==> src/rtl/realtime_command_rx_front_end_core_macros.svh <==
// Assertion macros used by the back part of the receive front end RTL
`ifndef REALTIME_COMMAND_RX_FRONT_END_CORE_MACROS_SVH
`define REALTIME_COMMAND_RX_FRONT_END_CORE_MACROS_SVH

// same-cycle implication, disabled in reset
`define RCRX_ASSERT_IMP(label, clk, rst_n, ante, cons) \
    label: assert property (@(posedge clk) disable iff (!rst_n) (ante) |-> (cons)) \
        else $error("rcrx assertion failed");

// next-cycle implication, disabled in reset
`define RCRX_ASSERT_NXT(label, clk, rst_n, ante, cons) \
    label: assert property (@(posedge clk) disable iff (!rst_n) (ante) |=> (cons)) \
        else $error("rcrx assertion failed");

`endif

==> src/rtl/rcrx_pkg.sv <==
// Types, codes and constants of the realtime command receive front end
package rcrx_pkg;

    localparam int QUEUE_DEPTH_DEFAULT = 4;

    localparam logic [7:0] CAPACITY_RESET      = 8'd127;
    localparam logic [7:0] BYTE_STATUS         = 8'h3F;
    localparam logic [7:0] BYTE_HOLD           = 8'h21;
    localparam logic [7:0] BYTE_RESUME         = 8'h7E;
    localparam logic [7:0] BYTE_RESET          = 8'h18;
    localparam logic [7:0] BYTE_JOG_CANCEL     = 8'h85;
    localparam logic [7:0] BYTE_COOLANT_TOGGLE = 8'h9E;
    localparam logic [7:0] BYTE_LF             = 8'h0A;
    localparam logic [7:0] BYTE_CR             = 8'h0D;
    localparam logic [7:0] LINE_COUNT_MAX      = 8'hFF;

    typedef enum logic [3:0] {
        ACT_NONE      = 4'd0,
        ACT_STORED    = 4'd1,
        ACT_LINE_END  = 4'd2,
        ACT_STATUS    = 4'd3,
        ACT_HOLD      = 4'd4,
        ACT_RESUME    = 4'd5,
        ACT_RESET     = 4'd6,
        ACT_JOG       = 4'd7,
        ACT_TOGGLE    = 4'd8,
        ACT_OVERFLOW  = 4'd9
    } t_action;

    typedef enum logic [3:0] {
        K_IGNORE,
        K_STATUS,
        K_HOLD,
        K_RESUME,
        K_RESET,
        K_JOG,
        K_TOGGLE,
        K_LINE_END,
        K_ORDINARY,
        K_BLOCK
    } t_kind;

    typedef struct packed {
        logic       op;
        logic [7:0] rx_byte;
        logic       block_coolant_on;
        logic       block_coolant_off;
    } t_in_item;

    typedef struct packed {
        logic [3:0] action;
        logic [7:0] data_byte;
        logic [7:0] line_length;
        logic       hold_active;
        logic       coolant_on;
        logic       coolant_suspended;
        logic [7:0] unacked_bytes;
        logic       halted;
    } t_out_item;

    // classified command passed from front to back
    typedef struct packed {
        t_kind      kind;
        logic [7:0] data;
        logic       cool_on;
        logic       cool_off;
    } t_cmd;

endpackage

==> src/rtl/rcrx_front.sv <==
// Front part: accepts items and classifies them into commands
module rcrx_front (
    input  logic              i_in_valid,
    output logic              o_in_ready,
    input  rcrx_pkg::t_in_item i_in_data,
    input  logic              i_q_ready,
    output logic              o_q_valid,
    output rcrx_pkg::t_cmd    o_q_cmd
);
    import rcrx_pkg::*;

    t_kind w_kind;

    assign o_in_ready = i_q_ready;
    assign o_q_valid  = i_in_valid;

    always_comb begin
        if (i_in_data.op) begin
            w_kind = K_BLOCK;
        end else begin
            case (i_in_data.rx_byte)
                BYTE_RESET:          w_kind = K_RESET;
                BYTE_STATUS:         w_kind = K_STATUS;
                BYTE_HOLD:           w_kind = K_HOLD;
                BYTE_RESUME:         w_kind = K_RESUME;
                BYTE_JOG_CANCEL:     w_kind = K_JOG;
                BYTE_COOLANT_TOGGLE: w_kind = K_TOGGLE;
                BYTE_LF, BYTE_CR:    w_kind = K_LINE_END;
                default: begin
                    // remaining high bytes are dropped
                    if (i_in_data.rx_byte[7]) w_kind = K_IGNORE;
                    else                      w_kind = K_ORDINARY;
                end
            endcase
        end
    end

    always_comb begin
        o_q_cmd.kind     = w_kind;
        o_q_cmd.data     = i_in_data.rx_byte;
        o_q_cmd.cool_on  = i_in_data.block_coolant_on;
        o_q_cmd.cool_off = i_in_data.block_coolant_off;
    end

endmodule

==> src/rtl/rcrx_queue.sv <==
// Short command queue between front and back
module rcrx_queue #(
    parameter int DEPTH = rcrx_pkg::QUEUE_DEPTH_DEFAULT
) (
    input  logic           i_clk,
    input  logic           i_rst_n,
    input  logic           i_wr_valid,
    output logic           o_wr_ready,
    input  rcrx_pkg::t_cmd i_wr_cmd,
    output logic           o_rd_valid,
    input  logic           i_rd_ready,
    output rcrx_pkg::t_cmd o_rd_cmd
);
    import rcrx_pkg::*;

    localparam int AW = (DEPTH > 1) ? $clog2(DEPTH) : 1;
    localparam int CW = $clog2(DEPTH + 1);
    localparam logic [AW-1:0] LAST = AW'(DEPTH - 1);
    localparam logic [CW-1:0] FULL = CW'(DEPTH);

    t_cmd          r_mem [DEPTH];
    logic [AW-1:0] r_wr_ptr, n_wr_ptr;
    logic [AW-1:0] r_rd_ptr, n_rd_ptr;
    logic [CW-1:0] r_count, n_count;
    logic          w_push, w_pop;

    assign o_wr_ready = (r_count != FULL);
    assign o_rd_valid = (r_count != '0);
    assign o_rd_cmd   = r_mem[r_rd_ptr];
    assign w_push     = i_wr_valid && o_wr_ready;
    assign w_pop      = o_rd_valid && i_rd_ready;

    always_comb begin
        n_wr_ptr = r_wr_ptr;
        n_rd_ptr = r_rd_ptr;
        n_count  = r_count;
        if (w_push) n_wr_ptr = (r_wr_ptr == LAST) ? '0 : r_wr_ptr + 1'b1;
        if (w_pop)  n_rd_ptr = (r_rd_ptr == LAST) ? '0 : r_rd_ptr + 1'b1;
        if (w_push && !w_pop)      n_count = r_count + 1'b1;
        else if (w_pop && !w_push) n_count = r_count - 1'b1;
    end

    always_ff @(posedge i_clk) begin
        if (!i_rst_n) begin
            r_wr_ptr <= '0;
            r_rd_ptr <= '0;
            r_count  <= '0;
        end else begin
            r_wr_ptr <= n_wr_ptr;
            r_rd_ptr <= n_rd_ptr;
            r_count  <= n_count;
        end
    end

    always_ff @(posedge i_clk) begin
        if (w_push) r_mem[r_wr_ptr] <= i_wr_cmd;
    end

endmodule

==> src/rtl/rcrx_back.sv <==
// Back part: executes commands, keeps state, registers the result item
`include "realtime_command_rx_front_end_core_macros.svh"

module rcrx_back (
    input  logic                i_clk,
    input  logic                i_rst_n,
    input  logic                i_cfg_we,
    input  logic [7:0]          i_cfg_wdata,
    input  logic                i_cmd_valid,
    output logic                o_cmd_ready,
    input  rcrx_pkg::t_cmd      i_cmd,
    output logic                o_out_valid,
    input  logic                i_out_ready,
    output rcrx_pkg::t_out_item o_out_data
);
    import rcrx_pkg::*;

    logic [7:0] r_capacity;
    logic       r_hold, n_hold;
    logic       r_cool, n_cool;
    logic       r_susp, n_susp;
    logic [7:0] r_unacked, n_unacked;
    logic [7:0] r_line, n_line;
    logic       r_halt, n_halt;
    logic       r_out_valid, n_out_valid;
    t_out_item  r_out, n_out;

    t_action    w_action;
    logic [7:0] w_data;
    logic [7:0] w_len;
    logic [8:0] w_next_cnt;
    logic       w_pop;

    assign o_cmd_ready = !r_out_valid || i_out_ready;
    assign w_pop       = i_cmd_valid && o_cmd_ready;
    assign w_next_cnt  = {1'b0, r_unacked} + 9'd1;

    always_comb begin
        n_hold    = r_hold;
        n_cool    = r_cool;
        n_susp    = r_susp;
        n_unacked = r_unacked;
        n_line    = r_line;
        n_halt    = r_halt;
        w_action  = ACT_NONE;
        w_data    = '0;
        w_len     = '0;
        if (i_cmd.kind == K_RESET) begin
            n_hold    = 1'b0;
            n_cool    = 1'b0;
            n_susp    = 1'b0;
            n_unacked = '0;
            n_line    = '0;
            n_halt    = 1'b0;
            w_action  = ACT_RESET;
        end else if (!r_halt) begin
            case (i_cmd.kind)
                K_STATUS: w_action = ACT_STATUS;
                K_HOLD: begin
                    n_hold   = 1'b1;
                    w_action = ACT_HOLD;
                end
                K_RESUME: begin
                    if (r_susp) begin
                        n_cool = 1'b1;
                        n_susp = 1'b0;
                    end
                    n_hold   = 1'b0;
                    w_action = ACT_RESUME;
                end
                K_JOG: w_action = ACT_JOG;
                K_TOGGLE: begin
                    // only acts while held
                    if (r_hold) begin
                        if (r_susp) begin
                            n_cool = 1'b1;
                            n_susp = 1'b0;
                        end else if (r_cool) begin
                            n_cool = 1'b0;
                            n_susp = 1'b1;
                        end
                    end
                    w_action = ACT_TOGGLE;
                end
                K_LINE_END, K_ORDINARY: begin
                    if (w_next_cnt > {1'b0, r_capacity}) begin
                        n_halt   = 1'b1;
                        w_action = ACT_OVERFLOW;
                    end else if (i_cmd.kind == K_LINE_END) begin
                        w_len     = r_line;
                        n_line    = '0;
                        n_unacked = '0;
                        w_action  = ACT_LINE_END;
                    end else begin
                        n_unacked = w_next_cnt[7:0];
                        if (r_line != LINE_COUNT_MAX) n_line = r_line + 8'd1;
                        w_data   = i_cmd.data;
                        w_action = ACT_STORED;
                    end
                end
                K_BLOCK: begin
                    if (i_cmd.cool_on)  n_cool = 1'b1;
                    if (i_cmd.cool_off) n_cool = 1'b0;
                end
                default: w_action = ACT_NONE;
            endcase
        end
    end

    always_comb begin
        n_out_valid = r_out_valid;
        n_out       = r_out;
        if (w_pop) begin
            n_out_valid             = 1'b1;
            n_out.action            = w_action;
            n_out.data_byte         = w_data;
            n_out.line_length       = w_len;
            n_out.hold_active       = n_hold;
            n_out.coolant_on        = n_cool;
            n_out.coolant_suspended = n_susp;
            n_out.unacked_bytes     = n_unacked;
            n_out.halted            = n_halt;
        end else if (i_out_ready) begin
            n_out_valid = 1'b0;
        end
    end

    always_ff @(posedge i_clk) begin
        if (!i_rst_n) begin
            r_capacity  <= CAPACITY_RESET;
            r_hold      <= 1'b0;
            r_cool      <= 1'b0;
            r_susp      <= 1'b0;
            r_unacked   <= '0;
            r_line      <= '0;
            r_halt      <= 1'b0;
            r_out_valid <= 1'b0;
        end else begin
            if (i_cfg_we) r_capacity <= i_cfg_wdata;
            if (w_pop) begin
                r_hold    <= n_hold;
                r_cool    <= n_cool;
                r_susp    <= n_susp;
                r_unacked <= n_unacked;
                r_line    <= n_line;
                r_halt    <= n_halt;
            end
            r_out_valid <= n_out_valid;
        end
    end

    always_ff @(posedge i_clk) begin
        r_out <= n_out;
    end

    assign o_out_valid = r_out_valid;
    assign o_out_data  = r_out;

    `RCRX_ASSERT_IMP(a_ovf_halts, i_clk, i_rst_n, r_out_valid && r_out.action == ACT_OVERFLOW, r_out.halted && r_halt)
    `RCRX_ASSERT_NXT(a_halt_silent, i_clk, i_rst_n, w_pop && r_halt && i_cmd.kind != K_RESET, r_out.action == ACT_NONE && r_halt)
    `RCRX_ASSERT_NXT(a_reset_clears, i_clk, i_rst_n, w_pop && i_cmd.kind == K_RESET, !r_halt && r_unacked == '0 && r_line == '0 && !r_hold)
    `RCRX_ASSERT_IMP(a_line_end_clear, i_clk, i_rst_n, r_out_valid && r_out.action == ACT_LINE_END, r_out.unacked_bytes == '0 && !r_out.halted)

endmodule

==> src/rtl/realtime_command_rx_front_end_core.sv <==
// Top level of the realtime command receive front end
//
// channel  | signals                          | direction
// input    | i_in_valid/o_in_ready/i_in_data  | byte or block-finished item in
// result   | o_out_valid/i_out_ready/o_out_data | one result item per input item
// config   | i_cfg_we/i_cfg_wdata             | rx capacity write, no wait
//
// Sustains one item per cycle while i_out_ready stays high. An accepted item
// enters the command queue; the back part takes it from the queue and loads
// the result register, which drives o_out_valid.
// The input stalls only when the command queue is full; the queue fills while
// the result register is held by a low i_out_ready.
// Synchronous reset clears all flags and counters and sets capacity to 127.
module realtime_command_rx_front_end_core #(
    parameter int QUEUE_DEPTH = rcrx_pkg::QUEUE_DEPTH_DEFAULT
) (
    input  logic                i_clk,
    input  logic                i_rst_n,
    input  logic                i_in_valid,
    output logic                o_in_ready,
    input  rcrx_pkg::t_in_item  i_in_data,
    output logic                o_out_valid,
    input  logic                i_out_ready,
    output rcrx_pkg::t_out_item o_out_data,
    input  logic                i_cfg_we,
    input  logic [7:0]          i_cfg_wdata
);
    import rcrx_pkg::*;

    logic w_wr_valid, w_wr_ready;
    logic w_rd_valid, w_rd_ready;
    t_cmd w_wr_cmd, w_rd_cmd;

    rcrx_front u_front (
        .i_in_valid (i_in_valid),
        .o_in_ready (o_in_ready),
        .i_in_data  (i_in_data),
        .i_q_ready  (w_wr_ready),
        .o_q_valid  (w_wr_valid),
        .o_q_cmd    (w_wr_cmd)
    );

    rcrx_queue #(
        .DEPTH (QUEUE_DEPTH)
    ) u_queue (
        .i_clk      (i_clk),
        .i_rst_n    (i_rst_n),
        .i_wr_valid (w_wr_valid),
        .o_wr_ready (w_wr_ready),
        .i_wr_cmd   (w_wr_cmd),
        .o_rd_valid (w_rd_valid),
        .i_rd_ready (w_rd_ready),
        .o_rd_cmd   (w_rd_cmd)
    );

    rcrx_back u_back (
        .i_clk       (i_clk),
        .i_rst_n     (i_rst_n),
        .i_cfg_we    (i_cfg_we),
        .i_cfg_wdata (i_cfg_wdata),
        .i_cmd_valid (w_rd_valid),
        .o_cmd_ready (w_rd_ready),
        .i_cmd       (w_rd_cmd),
        .o_out_valid (o_out_valid),
        .i_out_ready (i_out_ready),
        .o_out_data  (o_out_data)
    );

endmodule
==> config.mk <==
export PLATFORM = sky130hd
export DESIGN_NAME = realtime_command_rx_front_end_core
export DESIGN_NICKNAME = d
export VERILOG_FILES = /design/src/rtl/rcrx_pkg.sv /design/src/rtl/rcrx_front.sv /design/src/rtl/rcrx_queue.sv /design/src/rtl/rcrx_back.sv /design/src/rtl/realtime_command_rx_front_end_core.sv
export VERILOG_INCLUDE_DIRS = /design/src /design/src/rtl
export SDC_FILE = /design/constraint.sdc
export NUM_CORES = 1
export LEC_CHECK = 0
export BUFFER_PORTS_ARGS = -buffer_cell sky130_fd_sc_hd__buf_4
export CORE_ASPECT_RATIO = 1.2
export CORE_UTILIZATION = 39
export CTS_CLUSTER_DIAMETER = 120
export DETAILED_ROUTE_END_ITERATION = 8
export GPL_ROUTABILITY_DRIVEN = 0
export SLEW_MARGIN = 30
export SYNTH_ARGS = -nofsm -noshare
export SYNTH_HDL_FRONTEND = slang
export SYNTH_SLANG_ARGS = --single-unit
==> constraint.sdc <==
create_clock -name i_clk -period 4.17 [get_ports i_clk]
set_input_delay 0 -clock i_clk [delete_from_list [all_inputs] [get_ports i_clk]]
set_output_delay 0 -clock i_clk [all_outputs]
set_load 0.01 [all_outputs]
==> out/qor.yml <==
via_per_inst: 5.30
worstMarginPinSlew_ns: 0.751
final_common_cell: "edfxtp_1"
max_stage_delay_ns: 0.46
die_h_um: 137
crit_chain: "ha_1 > and3_1 > nand3_1 > xnor2_1 > ha_1 > nand3_1 > or3_1 > a211o_1 > nor3_4 > o21ai_1 > a32o_1"
yosysUniqueCellTypes: 68
required_ns: 4.33
grt_first_pass_wirelength_mm: 20.8
drt-initial-drc-count: 241
r2r_slack_ns: 0.69
grt-ovfl-total: 0
grt_max_degree: 35
max_freq_mhz: 287
crit_path_start_kind: "register"
fp.dieW_um: 115
routed_wl_mm: 12.7
die-area_mm2: 0.0157
diodes: 0
ctsHtreeMaxLevel: 4
utilization: 0.501
drc_errors: 0
synth-edff-count: 88
cts_tree: "yes"
critPathSlowestCell: "dfxtp_1"
synth-main-ff-cell: "edfxtp_1"
synth_cells: 498
cts-resized-gates: 0
track_usage: 0.176
leakagePower_nw: 2.89
syn_avg_cell_area_um2: 11.9
layout_common_cells: "edfxtp_1, buf_4, nand2_1"
routedWlPerCell_um: 15.7
nets: 634
path_class: "register to register"
async_flop_share: 0
place.port_buffers: 57
syn_nets: 539
antenna_left: 0
num_vias: 4289
dp.cells: 742
cts.sinks: 126
hold_viol: 0
synth_top_area_share: 0.445
syn_area_mm2: 0.00593
cp.arrival_ns: 3.64
power_density_mw_per_mm2: 609
drv_slew: 0
period_share: 0.835
initial_utilization: 0.398
hold_path_class: "primary input to register"
outcome: "complete, no violations"
clk_latency_ns: 0.42
rows: 49
ir_worst_vdd_mv: 0.331
tns_ns: 0
cts_buffers: 17
io_pins: 58
grt_pass1_vias: 4243
endpoint_kind: "register"
clock-skew-final_ns: 0.0105
antenna_found_initial: 0
core-area_mm2: 0.0149
setup_violations: 0
final-instance-count-excl-fill: 810
area_growth_pct: 25.9
cts.clk_slew.worst_paths_ns: 0.05
yosys_warnings: 0
ys_seq_area_frac: 0.574
ys_seq_elements: 126
cts-root-buf: "clkbuf_16"
netlist.top_cell.by_area: "edfxtp_1"
rsz0062_at_grt: "false"
max-slew-margin-rel: 0.499
drive_above_1_share: 0.206
period_needed_ns: 3.48
cts_max_path_buffers: 2
crit_buf_inv: 0
drtPass1Iterations: 4
dp_hpwl_mm: 8.75
critPathMaxFanout: 11
maxCapViolations: 0
synth.area.top_cells: "edfxtp_1, dfxtp_1, mux4_2"
path_delay_family: "simple AND/OR/NAND/NOR gates"
-- flip-flops by register name, indices dropped and copies added, names as in the netlist, named ones only --
name                cells
u_queue.r_mem          56
u_back.o_out_data      32
u_back.r_capacity       8
u_back.r_line           8
u_back.r_unacked        8
u_queue.r_count         3
u_queue.r_rd_ptr        2
u_queue.r_wr_ptr        2
u_back.o_out_valid      1
u_back.r_cool           1
u_back.r_halt           1
u_back.r_hold           1
u_back.r_susp           1
-- cells in the mapped netlist (3+ instances only) --
cell      instances
mux2i_1          11
xnor2_1           6
o211ai_1          8
xor2_1            4
nor4b_1           5
and2_1            4
nand3_1          21
o21ai_0          13
or3_1             3
nor2_1           28
nand4_1           5
mux4_2           12
nor3_1           11
o31ai_1           4
nand2_1          50
nor2b_1           6
and3_1           26
a21o_1            3
a32o_1            8
clkbuf_1         16
dfxtp_1          38
edfxtp_1         88
buf_2             4
inv_1            18
or2_2             4
nand2b_1          5
o21a_1            4
ha_1             16
a21oi_1          23
o22ai_1           5
-- through the flow --
stage,power [W],setup slack (ns),hold slack (ns),area [um2]
finish,0.00455,0.687,0.0312,7470
global route,0.00480,0.409,0.0333,7470
CTS,0.00460,0.685,0.00744,7470
detailed placement,0.00321,0.707,0.208,6560
global placement,0.00317,0.761,0.204,6560
floorplan,0.00270,0.988,0.0989,5930
-- worst register-to-register path: stages (launching register included) --
cell and delay (ns):
dfxtp_1 0.46, ha_1 0.31, and3_1 0.22, nand3_1 0.10
xnor2_1 0.16, ha_1 0.30, nand3_1 0.09, or3_1 0.37
a211o_1 0.36, nor3_4 0.44, o21ai_1 0.14, a32o_1 0.29
-- report_power, final --
group	total [W]	switching, W	internal, W
Clock	0.00135	0.000537	0.000816
Sequential	0.00179	0.000130	0.00166
Combinational	0.00141	0.000790	0.000620
Total	0.00455	0.00146	0.00309
-- logic make-up after synthesis --
logic type	synth area share
and+or+nand+nor	0.172
DFF	0.574
muxes	0.0679
AOI/OAI and AO/OA	0.102
buffers and inverters	0.0325
xor gates and xnor gates	0.0148
adders and majority gates	0.0371
-- timing repair --
| item | CTS | global route |
|---|---|---|
| hold endpoints to repair | 59 | 0 |
| hold buffers | 36 | 0 |
| setup buffers | 0 | 0 |
-- final cells by class --
class	count	area [um2]
clock inverters	14	120
well taps	204	255
fillers	1345	7430
inverters	19	71.3
multi-input cells	328	2340
flip-flops and latches	126	3400
clock buffers	18	429
repair buffers	101	848
-- layer usage --
layer / global-route usage / vias up / share of wire
met1: 0.196 / 2087 / 0.41
met3: 0.0385 / 27 / 0.037
met2: 0.311 / 109 / 0.53
met5: 0 / - / 0
li1: - / 2066 / -
met4: 0.0960 / 0 / 0.028
-- path summary, 6_finish.rpt --
path / startpoint / end / depth (start not counted)
hold / removal: i_rst_n / u_back.r_unacked[6] / 3
setup reg to reg: u_back.r_unacked[0] / u_back.o_out_data[5] / 11
setup / recovery: u_back.r_unacked[0] / u_back.o_out_data[5] / 11
hold reg to reg: u_back.o_out_valid / u_back.o_out_valid / 2
Note: power is estimated with default switching activity, not from simulation.
